File: config.mk
export PLATFORM = sky130hd
export DESIGN_NAME = current_loop_scaler_lowpass
export DESIGN_NICKNAME = d
export VERILOG_FILES = /design/src/design/clslp_pkg.sv /design/src/design/current_loop_scaler_lowpass.sv
export SDC_FILE = /design/constraint.sdc
export NUM_CORES = 2
export LEC_CHECK = 0
export CAP_MARGIN = 20
export CORE_MARGIN = 4
export CORE_UTILIZATION = 30
export CTS_CLUSTER_SIZE = 8
export DETAILED_ROUTE_END_ITERATION = 8
export DONT_BUFFER_PORTS = 1
export PLACE_DENSITY = 0.51
export SLEW_MARGIN = 0
export SYNTH_ARGS = -nofsm -noshare
export SYNTH_HDL_FRONTEND = slang
export SYNTH_SLANG_ARGS = --single-unit
export TNS_END_PERCENT = 50
File: constraint.sdc
create_clock -name aclk -period 9.5 [get_ports aclk]
set_input_delay 0.95 -clock aclk [delete_from_list [all_inputs] [get_ports aclk]]
set_output_delay 0.95 -clock aclk [all_outputs]
set_load 0.1 [all_outputs]
File: src/design/clslp_pkg.sv
// shared types, register indexes and reset values for the current loop scaler
package clslp_pkg;

    localparam int ADC_BITS_DEF  = 16;
    localparam int FRAC_BITS_DEF = 16;

    localparam int CFG_INDEX_W = 3;
    localparam int CFG_DATA_W  = 16;

    localparam int S_TDATA_W = 32;
    localparam int M_TDATA_W = 120;
    localparam int M_TUSER_W = 1;

    typedef enum logic [CFG_INDEX_W-1:0] {
        REG_FULL_SCALE_MV  = 3'd0,
        REG_PHYS_MIN       = 3'd1,
        REG_PHYS_MAX       = 3'd2,
        REG_CURRENT_MIN_MA = 3'd3,
        REG_CURRENT_MAX_MA = 3'd4,
        REG_FILTER_TIME    = 3'd5,
        REG_SHUNT_OHMS     = 3'd6
    } cfg_reg_t;

    localparam logic [12:0]        FULL_SCALE_MV_RST  = 13'd6144;
    localparam logic signed [15:0] PHYS_MIN_RST       = 16'sd0;
    localparam logic signed [15:0] PHYS_MAX_RST       = 16'sd100;
    localparam logic [7:0]         CURRENT_MIN_MA_RST = 8'd4;
    localparam logic [7:0]         CURRENT_MAX_MA_RST = 8'd20;
    localparam logic [15:0]        FILTER_TIME_RST    = 16'd0;
    localparam logic [15:0]        SHUNT_OHMS_RST     = 16'd250;

    typedef enum logic [3:0] {
        ST_IDLE,
        ST_MUL_MAX,
        ST_MUL_MV,
        ST_LOAD_CUR,
        ST_DIV_CUR,
        ST_CUR,
        ST_MUL_MAP,
        ST_LOAD_MAP,
        ST_DIV_MAP,
        ST_PHYS,
        ST_MUL_ACC,
        ST_MUL_PHYS,
        ST_LOAD_FLT,
        ST_DIV_FLT,
        ST_FLT,
        ST_OUT
    } state_t;

    function automatic int max2(input int a, input int b);
        return (a > b) ? a : b;
    endfunction

endpackage

File: src/design/current_loop_scaler_lowpass.sv
// current loop scaler: adc code to milliamps, span mapping and first order low-pass
// the shared 2-bit-per-cycle restoring divider runs up to three divisions in turn per item
// throughput: one item at a time; s_tready is high only while the sequencer is idle
// a finished result waits in the output register while the next item is taken
// reset (aresetn low, synchronous): configuration registers to their defaults, filter state to zero
module current_loop_scaler_lowpass #(
    parameter int ADC_BITS  = clslp_pkg::ADC_BITS_DEF,
    parameter int FRAC_BITS = clslp_pkg::FRAC_BITS_DEF
) (
    input  logic                                aclk,
    input  logic                                aresetn,
    input  logic                                cfg_wr_en,
    input  logic [clslp_pkg::CFG_INDEX_W-1:0]   cfg_index,
    input  logic [clslp_pkg::CFG_DATA_W-1:0]    cfg_data,
    input  logic                                s_tvalid,
    output logic                                s_tready,
    // adc_code[15:0], elapsed_time[31:16]
    input  logic [clslp_pkg::S_TDATA_W-1:0]     s_tdata,
    output logic                                m_tvalid,
    input  logic                                m_tready,
    // filtered_value[31:0], physical_value[63:32], loop_current[93:64],
    // max_expected_mv[117:94], zero[119:118]
    output logic [clslp_pkg::M_TDATA_W-1:0]     m_tdata,
    // span_error[0]
    output logic [clslp_pkg::M_TUSER_W-1:0]     m_tuser
);

    localparam int EXT_W   = clslp_pkg::max2(ADC_BITS, 16);
    localparam int MV_W    = 13 + ADC_BITS;
    localparam int X_W     = 14 + ADC_BITS + FRAC_BITS;
    localparam int DIV1_W  = 15 + FRAC_BITS;
    localparam int DI_W    = clslp_pkg::max2(30, 9 + FRAC_BITS) + 1;
    localparam int DIV2_W  = 17 + DI_W;
    localparam int FLT_W   = 50;
    localparam int MUL_A_W = clslp_pkg::max2(clslp_pkg::max2(DI_W, 32), ADC_BITS);
    localparam int MUL_B_W = 16;
    localparam int P_W     = MUL_A_W + MUL_B_W;
    localparam int DIV_W0  = clslp_pkg::max2(clslp_pkg::max2(DIV1_W, DIV2_W), FLT_W);
    localparam int DIV_W   = DIV_W0 + (DIV_W0 % 2);
    localparam int DVS_W   = 17;
    localparam int DIV_STEPS = DIV_W / 2;
    localparam int CNT_W   = $clog2(DIV_STEPS + 1);
    localparam int S_W     = DIV_W + 2;

    localparam logic [29:0] CUR_POS_MAX = {1'b0, {29{1'b1}}};
    localparam logic [29:0] CUR_NEG_MIN = {1'b1, {29{1'b0}}};
    localparam logic signed [S_W-1:0] PHYS_MAX = {{(S_W-31){1'b0}}, {31{1'b1}}};
    localparam logic signed [S_W-1:0] PHYS_MIN = {{(S_W-31){1'b1}}, {31{1'b0}}};

    // configuration registers
    logic [12:0]        fs_reg;
    logic signed [15:0] pmin_reg;
    logic signed [15:0] pmax_reg;
    logic [7:0]         cmin_reg;
    logic [7:0]         cmax_reg;
    logic [15:0]        ft_reg;
    logic [15:0]        shunt_reg;

    clslp_pkg::state_t state_reg, state_next;

    logic [ADC_BITS-1:0] code_mag_reg, code_mag_next;
    logic                code_neg_reg, code_neg_next;
    logic [15:0]         el_reg, el_next;
    logic [23:0]         maxexp_reg, maxexp_next;
    logic [29:0]         cur_reg, cur_next;
    logic [DI_W-1:0]     di_mag_reg, di_mag_next;
    logic                neg_reg, neg_next;
    logic [31:0]         phys_reg, phys_next;
    logic [FLT_W-1:0]    t1_reg, t1_next;
    logic [31:0]         acc_reg, acc_next;
    logic                err_reg, err_next;
    logic [P_W-1:0]      prod_reg;
    logic [DIV_W-1:0]    div_num_reg, div_num_next;
    logic [DVS_W-1:0]    div_rem_reg, div_rem_next;
    logic [DVS_W-1:0]    div_den_reg, div_den_next;
    logic [CNT_W-1:0]    div_cnt_reg, div_cnt_next;

    logic                          m_tvalid_reg, m_tvalid_next;
    logic [clslp_pkg::M_TDATA_W-1:0] m_tdata_reg, m_tdata_next;
    logic                          m_tuser_reg, m_tuser_next;

    logic [MUL_A_W-1:0] mul_a;
    logic [MUL_B_W-1:0] mul_b;

    logic [EXT_W-1:0]    code_zx;
    logic [ADC_BITS-1:0] code_raw;
    logic [15:0]         shunt_eff;
    logic signed [16:0]  pdiff;
    logic [15:0]         pdiff_mag;
    logic signed [8:0]   span;
    logic [7:0]          span_mag;
    logic [31:0]         acc_mag;
    logic [31:0]         phys_mag;
    logic [DVS_W-1:0]    flt_den;
    logic                accept;
    logic                out_free;

    assign code_zx   = EXT_W'(s_tdata[15:0]);
    assign code_raw  = code_zx[ADC_BITS-1:0];
    assign shunt_eff = (shunt_reg == 16'd0) ? 16'd1 : shunt_reg;
    assign pdiff     = 17'(pmax_reg) - 17'(pmin_reg);
    assign pdiff_mag = pdiff[16] ? 16'(-pdiff) : pdiff[15:0];
    assign span      = $signed({1'b0, cmax_reg}) - $signed({1'b0, cmin_reg});
    assign span_mag  = span[8] ? 8'(-span) : span[7:0];
    assign acc_mag   = acc_reg[31] ? -acc_reg : acc_reg;
    assign phys_mag  = phys_reg[31] ? -phys_reg : phys_reg;
    assign flt_den   = DVS_W'(ft_reg) + DVS_W'(el_reg);
    assign accept    = s_tvalid && s_tready;
    assign out_free  = !m_tvalid_reg || m_tready;

    assign s_tready = (state_reg == clslp_pkg::ST_IDLE);
    assign m_tvalid = m_tvalid_reg;
    assign m_tdata  = m_tdata_reg;
    assign m_tuser  = m_tuser_reg;

    always_ff @(posedge aclk) begin
        if (!aresetn) begin
            fs_reg    <= clslp_pkg::FULL_SCALE_MV_RST;
            pmin_reg  <= clslp_pkg::PHYS_MIN_RST;
            pmax_reg  <= clslp_pkg::PHYS_MAX_RST;
            cmin_reg  <= clslp_pkg::CURRENT_MIN_MA_RST;
            cmax_reg  <= clslp_pkg::CURRENT_MAX_MA_RST;
            ft_reg    <= clslp_pkg::FILTER_TIME_RST;
            shunt_reg <= clslp_pkg::SHUNT_OHMS_RST;
        end else if (cfg_wr_en) begin
            unique case (cfg_index)
                clslp_pkg::REG_FULL_SCALE_MV:  fs_reg    <= cfg_data[12:0];
                clslp_pkg::REG_PHYS_MIN:       pmin_reg  <= cfg_data;
                clslp_pkg::REG_PHYS_MAX:       pmax_reg  <= cfg_data;
                clslp_pkg::REG_CURRENT_MIN_MA: cmin_reg  <= cfg_data[7:0];
                clslp_pkg::REG_CURRENT_MAX_MA: cmax_reg  <= cfg_data[7:0];
                clslp_pkg::REG_FILTER_TIME:    ft_reg    <= cfg_data;
                clslp_pkg::REG_SHUNT_OHMS:     shunt_reg <= cfg_data;
                default: ;
            endcase
        end
    end

    // next state
    always_comb begin
        state_next = state_reg;
        unique case (state_reg)
            clslp_pkg::ST_IDLE:     if (accept) state_next = clslp_pkg::ST_MUL_MAX;
            clslp_pkg::ST_MUL_MAX:  state_next = clslp_pkg::ST_MUL_MV;
            clslp_pkg::ST_MUL_MV:   state_next = clslp_pkg::ST_LOAD_CUR;
            clslp_pkg::ST_LOAD_CUR: state_next = clslp_pkg::ST_DIV_CUR;
            clslp_pkg::ST_DIV_CUR:  if (div_cnt_reg == CNT_W'(1)) state_next = clslp_pkg::ST_CUR;
            clslp_pkg::ST_CUR:      state_next = (span_mag == 8'd0) ? clslp_pkg::ST_OUT
                                                                    : clslp_pkg::ST_MUL_MAP;
            clslp_pkg::ST_MUL_MAP:  state_next = clslp_pkg::ST_LOAD_MAP;
            clslp_pkg::ST_LOAD_MAP: state_next = clslp_pkg::ST_DIV_MAP;
            clslp_pkg::ST_DIV_MAP:  if (div_cnt_reg == CNT_W'(1)) state_next = clslp_pkg::ST_PHYS;
            clslp_pkg::ST_PHYS:     state_next = (el_reg == 16'd0) ? clslp_pkg::ST_OUT
                                                                   : clslp_pkg::ST_MUL_ACC;
            clslp_pkg::ST_MUL_ACC:  state_next = clslp_pkg::ST_MUL_PHYS;
            clslp_pkg::ST_MUL_PHYS: state_next = clslp_pkg::ST_LOAD_FLT;
            clslp_pkg::ST_LOAD_FLT: state_next = clslp_pkg::ST_DIV_FLT;
            clslp_pkg::ST_DIV_FLT:  if (div_cnt_reg == CNT_W'(1)) state_next = clslp_pkg::ST_FLT;
            clslp_pkg::ST_FLT:      state_next = clslp_pkg::ST_OUT;
            clslp_pkg::ST_OUT:      if (out_free) state_next = clslp_pkg::ST_IDLE;
        endcase
    end

    // shared multiplier operand select
    always_comb begin
        mul_a = '0;
        mul_b = '0;
        unique case (state_reg)
            clslp_pkg::ST_MUL_MAX: begin
                mul_a = MUL_A_W'(cmax_reg);
                mul_b = shunt_reg;
            end
            clslp_pkg::ST_MUL_MV: begin
                mul_a = MUL_A_W'(code_mag_reg);
                mul_b = MUL_B_W'(fs_reg);
            end
            clslp_pkg::ST_MUL_MAP: begin
                mul_a = MUL_A_W'(di_mag_reg);
                mul_b = pdiff_mag;
            end
            clslp_pkg::ST_MUL_ACC: begin
                mul_a = MUL_A_W'(acc_mag);
                mul_b = ft_reg;
            end
            clslp_pkg::ST_MUL_PHYS: begin
                mul_a = MUL_A_W'(phys_mag);
                mul_b = el_reg;
            end
            default: ;
        endcase
    end

    // datapath and divider
    always_comb begin
        logic [DVS_W:0]       tmp;
        logic [DIV_W-1:0]     snum;
        logic [DVS_W-1:0]     srem;
        logic [X_W-1:0]       x1;
        logic [29:0]          cur_v;
        logic signed [DI_W-1:0] di;
        logic signed [S_W-1:0]  qs;
        logic signed [S_W-1:0]  psum;
        logic [FLT_W-1:0]     t2;
        logic [FLT_W-1:0]     fsum;
        logic [FLT_W-1:0]     fmag;

        code_mag_next = code_mag_reg;
        code_neg_next = code_neg_reg;
        el_next       = el_reg;
        maxexp_next   = maxexp_reg;
        cur_next      = cur_reg;
        di_mag_next   = di_mag_reg;
        neg_next      = neg_reg;
        phys_next     = phys_reg;
        t1_next       = t1_reg;
        acc_next      = acc_reg;
        err_next      = err_reg;
        div_num_next  = div_num_reg;
        div_rem_next  = div_rem_reg;
        div_den_next  = div_den_reg;
        div_cnt_next  = div_cnt_reg;
        m_tvalid_next = m_tvalid_reg && !m_tready;
        m_tdata_next  = m_tdata_reg;
        m_tuser_next  = m_tuser_reg;

        snum = div_num_reg;
        srem = div_rem_reg;
        for (int i = 0; i < 2; i++) begin
            tmp  = {srem, snum[DIV_W-1]};
            snum = {snum[DIV_W-2:0], 1'b0};
            if (tmp >= {1'b0, div_den_reg}) begin
                tmp     = tmp - {1'b0, div_den_reg};
                snum[0] = 1'b1;
            end
            srem = tmp[DVS_W-1:0];
        end

        x1 = (X_W'(prod_reg[MV_W-1:0]) << FRAC_BITS) + (X_W'(shunt_eff) << (ADC_BITS - 2));

        if (!code_neg_reg) begin
            cur_v = (div_num_reg > DIV_W'(CUR_POS_MAX)) ? CUR_POS_MAX : div_num_reg[29:0];
        end else begin
            cur_v = (div_num_reg >= DIV_W'(CUR_NEG_MIN)) ? CUR_NEG_MIN
                                                          : 30'(-div_num_reg[29:0]);
        end
        di = DI_W'($signed(cur_v)) - $signed(DI_W'(cmin_reg) << FRAC_BITS);

        qs   = neg_reg ? -$signed({2'b00, div_num_reg}) : $signed({2'b00, div_num_reg});
        psum = (S_W'(pmin_reg) <<< FRAC_BITS) + qs;

        t2   = phys_reg[31] ? FLT_W'(-FLT_W'(prod_reg)) : FLT_W'(prod_reg);
        fsum = t1_reg + t2;
        fmag = fsum[FLT_W-1] ? -fsum : fsum;

        unique case (state_reg)
            clslp_pkg::ST_IDLE: begin
                if (accept) begin
                    code_neg_next = code_raw[ADC_BITS-1];
                    code_mag_next = code_raw[ADC_BITS-1] ? -code_raw : code_raw;
                    el_next       = s_tdata[31:16];
                    err_next      = 1'b0;
                end
            end
            clslp_pkg::ST_MUL_MAX: ;
            clslp_pkg::ST_MUL_MV: begin
                maxexp_next = prod_reg[23:0];
            end
            clslp_pkg::ST_LOAD_CUR: begin
                div_num_next = DIV_W'(x1 >> (ADC_BITS - 1));
                div_rem_next = '0;
                div_den_next = DVS_W'(shunt_eff);
                div_cnt_next = CNT_W'(DIV_STEPS);
            end
            clslp_pkg::ST_DIV_CUR, clslp_pkg::ST_DIV_MAP, clslp_pkg::ST_DIV_FLT: begin
                div_num_next = snum;
                div_rem_next = srem;
                div_cnt_next = div_cnt_reg - CNT_W'(1);
            end
            clslp_pkg::ST_CUR: begin
                cur_next    = cur_v;
                di_mag_next = di[DI_W-1] ? DI_W'(-di) : DI_W'(di);
                neg_next    = di[DI_W-1] ^ pdiff[16] ^ span[8];
                if (span_mag == 8'd0) begin
                    err_next  = 1'b1;
                    phys_next = acc_reg;
                end
            end
            clslp_pkg::ST_MUL_MAP: ;
            clslp_pkg::ST_LOAD_MAP: begin
                div_num_next = DIV_W'(prod_reg) + DIV_W'(span_mag >> 1);
                div_rem_next = '0;
                div_den_next = DVS_W'(span_mag);
                div_cnt_next = CNT_W'(DIV_STEPS);
            end
            clslp_pkg::ST_PHYS: begin
                if (psum > PHYS_MAX) begin
                    phys_next = 32'h7FFF_FFFF;
                end else if (psum < PHYS_MIN) begin
                    phys_next = 32'h8000_0000;
                end else begin
                    phys_next = psum[31:0];
                end
            end
            clslp_pkg::ST_MUL_ACC: ;
            clslp_pkg::ST_MUL_PHYS: begin
                t1_next = acc_reg[31] ? FLT_W'(-FLT_W'(prod_reg)) : FLT_W'(prod_reg);
            end
            clslp_pkg::ST_LOAD_FLT: begin
                neg_next     = fsum[FLT_W-1];
                div_num_next = DIV_W'(fmag) + DIV_W'(flt_den >> 1);
                div_rem_next = '0;
                div_den_next = flt_den;
                div_cnt_next = CNT_W'(DIV_STEPS);
            end
            clslp_pkg::ST_FLT: begin
                acc_next = neg_reg ? -div_num_reg[31:0] : div_num_reg[31:0];
            end
            clslp_pkg::ST_OUT: begin
                if (out_free) begin
                    m_tvalid_next = 1'b1;
                    m_tdata_next  = {2'b00, maxexp_reg, cur_reg, phys_reg, acc_reg};
                    m_tuser_next  = err_reg;
                end
            end
        endcase
    end

    always_ff @(posedge aclk) begin
        if (!aresetn) begin
            state_reg    <= clslp_pkg::ST_IDLE;
            m_tvalid_reg <= 1'b0;
            div_cnt_reg  <= '0;
            acc_reg      <= '0;
        end else begin
            state_reg    <= state_next;
            m_tvalid_reg <= m_tvalid_next;
            div_cnt_reg  <= div_cnt_next;
            acc_reg      <= acc_next;
        end
    end

    always_ff @(posedge aclk) begin
        code_mag_reg <= code_mag_next;
        code_neg_reg <= code_neg_next;
        el_reg       <= el_next;
        maxexp_reg   <= maxexp_next;
        cur_reg      <= cur_next;
        di_mag_reg   <= di_mag_next;
        neg_reg      <= neg_next;
        phys_reg     <= phys_next;
        t1_reg       <= t1_next;
        err_reg      <= err_next;
        prod_reg     <= mul_a * mul_b;
        div_num_reg  <= div_num_next;
        div_rem_reg  <= div_rem_next;
        div_den_reg  <= div_den_next;
        m_tdata_reg  <= m_tdata_next;
        m_tuser_reg  <= m_tuser_next;
    end

    a_div_cnt_in_div: assert property (@(posedge aclk) disable iff (!aresetn)
        (div_cnt_reg != '0) |-> (state_reg == clslp_pkg::ST_DIV_CUR ||
                                 state_reg == clslp_pkg::ST_DIV_MAP ||
                                 state_reg == clslp_pkg::ST_DIV_FLT))
        else $error("divider count running outside a divide state");

    a_acc_only_in_flt: assert property (@(posedge aclk) disable iff (!aresetn)
        (state_reg != clslp_pkg::ST_FLT) |=> $stable(acc_reg))
        else $error("filter state changed outside the filter update");

    a_busy_after_accept: assert property (@(posedge aclk) disable iff (!aresetn)
        (s_tvalid && s_tready) |=> !s_tready)
        else $error("ready right after an item was taken");

    a_span_err_holds: assert property (@(posedge aclk) disable iff (!aresetn)
        (m_tvalid && m_tuser[0]) |-> (m_tdata[63:32] == m_tdata[31:0]))
        else $error("span error result does not report the held filter value");

endmodule

==> out/qor.log <==
qor: finish.layout-drive-gt1-share 0.133
qor: setup_path.critical_path_arrival 10,300 ps
qor: global_routing.grt_pass1_vias 48,567
qor: synth.ys_types 110
qor: timing.worstMarginPinSlew 1140 ps
qor: timing.min_period 9680 ps
qor: floorplan.die_width 445 um
qor: outcome.failed_checks negative setup slack
qor: clocking.cts_hold_repair.buffers 0
qor: power.pwr_per_cell_area 202 mW/mm^2
qor: setup_path.reg2reg_from pmax_reg[0]
qor: synth.postSynth.topFlopCell sky130_fd_sc_hd__edfxtp_1
qor: synth.ys_seq_elements 587
qor: synth.yosysWarnings 0
qor: synth.number_of_enable_type_register_cells_in_the_synthesized_netlist 404
qor: worst_hold_path.worst_hold_startpoint s_tdata[27]
qor: setup_path.critPathLaunchType flop
qor: job.max_cap_viol_count 0
qor: setup_path.cp_slowest_stage_delay 610 ps
qor: placed_design.post-place-cells 9,144
qor: finish.num-nets-final 7,604
qor: synth.synthesis.area 0.0574 mm^2
qor: detailed_routing.wl 210 mm
qor: clocking.clk_path_buf_depth 3
qor: clocking.cts_root_buf sky130_fd_sc_hd__clkbuf_16
qor: global_routing.antenna_found_initial 8
qor: outcome.run_status finished with violations
qor: placed_design.numPortBuffers 0
qor: detailed_routing.avgViaCountPerCell 5.25
qor: timing.final_min_period_over_clock_period 1.02
qor: floorplan.rows 160
qor: placed_design.place_hpwl 166 mm
qor: timing.worst_slack -177 ps
qor: clocking.cts.clk_slew.worst_paths 50 ps
qor: floorplan.die_boundary_height 445 um
qor: setup_path.crit_path_end_kind flop
qor: synth.yosysSeqAreaShare 0.275
qor: global_routing.grt_start_max_net_pins 136
qor: timing.slew_headroom 0.240
qor: global_routing.grt_first_pass_wirelength 313 mm
qor: worst_hold_path.hold_class input pin to flop
qor: timing.timing.final.hold_violations 0
qor: timing.setup_viol 9
qor: timing.final.setup_skew 43.0 ps
qor: floorplan.initial_utilization 0.302
qor: synth.syn-mean-instance-area 8.81 um^2
qor: power.peakVddDrop 0.129 mV
qor: floorplan.core-area 0.190 mm^2
qor: synth.async_flop_share 0
qor: synth.syn-instance-count 6,512
qor: global_routing.globalRoute.totalOverflow 0
qor: floorplan.io-pin-count 179
qor: power.total_leakage_power 28.1 nW
qor: detailed_routing.routed-via-count 49,177
qor: placed_design.routabilityCongestion 0.944
qor: detailed_routing.remaining_drc_errors 0
qor: timing.timing_max_transition_violations_final 0
qor: finish.max_reg_flops 118
qor: synth.yosys.area.top_type sky130_fd_sc_hd__edfxtp_1
qor: setup_path.startpoint_of_the_most_critical_setup_path pmax_reg[0]
qor: setup_path.crit_fanout 4
qor: placed_design.dpl-instance-area 0.0630 mm^2
qor: timing.max_clock_freq 103 MHz
qor: synth.synthDominantCellAreaShare 0.211
qor: clocking.insertion_delay 730 ps
qor: finish.finish.instance_area 0.0671 mm^2
qor: timing.totalNegativeSetupSlack -685 ps
qor: clocking.cts_made_buffers 85
qor: detailed_routing.drt_first_pass_iters 6
qor: detailed_routing.antenna_violating_nets_post_route 0
qor: setup_path.worstSetupPathType flop to flop
qor: clocking.htree_levels 3
qor: synth.synth.top_cells.by_area sky130_fd_sc_hd__edfxtp_1 (21%), sky130_fd_sc_hd__fa_1 (15%), sky130_fd_sc_hd__ha_1 (7.3%), sky130_fd_sc_hd__nand2_1 (6.7%), sky130_fd_sc_hd__dfxtp_1 (6.4%)
qor: detailed_routing.drtIter0Drc 4,130
qor: setup_path.critPathMostFrequentCell sky130_fd_sc_hd__fa_1
qor: floorplan.overall_die_area 0.198 mm^2
qor: setup_path.worst_path_max_delay_cell sky130_fd_sc_hd__fa_1
qor: finish.synthToLayoutAreaGrowth 16.9%
qor: clocking.cts_tree built
qor: setup_path.cp.required 10,130 ps
qor: timing.grt_setup_unrepaired true
qor: finish.layout.cells.non_filler 9,374
qor: global_routing.track_usage 0.207
qor: detailed_routing.avgRoutedWirePerCell 22.4 um
qor: clocking.num_clock_sinks 587
## cell usage in the layout (no fill, tap or decap), drive strengths merged, types with 33 or more instances in the layout
master / instances
xor2: 173
or4: 38
a21boi: 125
inv: 696
o31ai: 52
and2: 99
a21o: 91
buf: 533
dfxtp: 183
xnor2: 395
nor3: 98
or2: 41
nand2: 1017
and3: 44
nand4: 54
a22oi: 43
a31oi: 40
o21bai: 45
nand3: 113
a211oi: 39
fa: 429
a222oi: 36
or3: 68
nor2b: 89
edfxtp: 404
o21a: 34
ha: 335
a21oi: 253
o21ai: 314
nor4: 49
o221ai: 33
nor2: 310
clkbuf: 141
nand2b: 75
## cell type report
class | count | area [um^2]
timing repair buffer | 534 | 4360
antenna | 16 | 40.0
sequential | 587 | 15800
fill | 19491 | 123000
inverter | 696 | 2610
tap | 2511 | 3140
clock inverter | 9 | 175
clock buffer | 141 | 2360
multi-input combinational | 4880 | 38600
## critical path, delay by kind of cell (launching register included)
family / cells / cell delay (ps)
AOI/OAI and AO/OA: 13 / 2540
buffers and inverters: 6 / 480
and+or+nand+nor: 7 / 1950
xor gates and xnor gates: 3 / 400
adders and majority gates: 9 / 3870
DFF: 1 / 330
## what timing repair did
item,4_1_cts,5_1_grt
pin swaps,119,124
resized for setup,113,104
endpoints found under the setup margin,49,65
setup buffers,39,25
cloned,3,0
## Yosys cell counts (all sizes together), types with 91 or more instances
library cell	count
a21oi	253
nor2	310
ha	335
nand3	113
nor3	98
fa	429
clkbuf	301
xor2	173
a21o	91
xnor2	395
a21boi	125
inv	695
o21ai	314
nand2	1017
dfxtp	183
edfxtp	404
and2	99
## path summary, 6_finish.rpt
check / to / slack, ps / cells past startpoint
worst max-delay path: prod_reg[44] / -180 / 38
worst min-delay path: el_reg[11] / 330 / 0
worst max register to register: prod_reg[44] / -180 / 38
worst min register to register: m_tdata[78] / 420 / 0
## per-stage QoR
step           power (mW)  setup slack, ps  hold slack [ps]   util
2_1_floorplan        7.76            -4.62              400      -
3_3_place_gp         10.1             -688              403  0.331
3_5_place_dp         10.2             -709              405  0.331
4_1_cts              13.4             -182              263  0.349
5_1_grt              14.4             -457              289  0.353
6_report             13.5             -177              326  0.353
## logic make-up (layout without fill, tap and decap cells)
family,after synthesis,in the layout,synth area share
other,1,19,0.0000654
buffers and inverters,1047,1380,0.0695
and+or+nand+nor,2166,2166,0.180
DFF,587,587,0.275
adders and majority gates,764,764,0.223
xor gates and xnor gates,568,568,0.0870
muxes,33,33,0.00591
AOI/OAI and AO/OA,1346,1346,0.160
## routing by layer
layer / wire [um] / global-route usage / vias to the layer above
met5: 0 / 0 / -
met4: 7200 / 0.0663 / 0
met3: 15800 / 0.0406 / 294
met2: 93600 / 0.327 / 1655
met1: 93200 / 0.285 / 24394
li1: - / - / 22834
## where the power goes
part / internal (mW) / total, mW / switching, mW
clock: 1.72 / 2.97 / 1.25
combinational: 3.02 / 7.37 / 4.35
sequential: 2.99 / 3.18 / 0.182
total: 7.73 / 13.5 / 5.79
(Power assumes the default switching activity.)
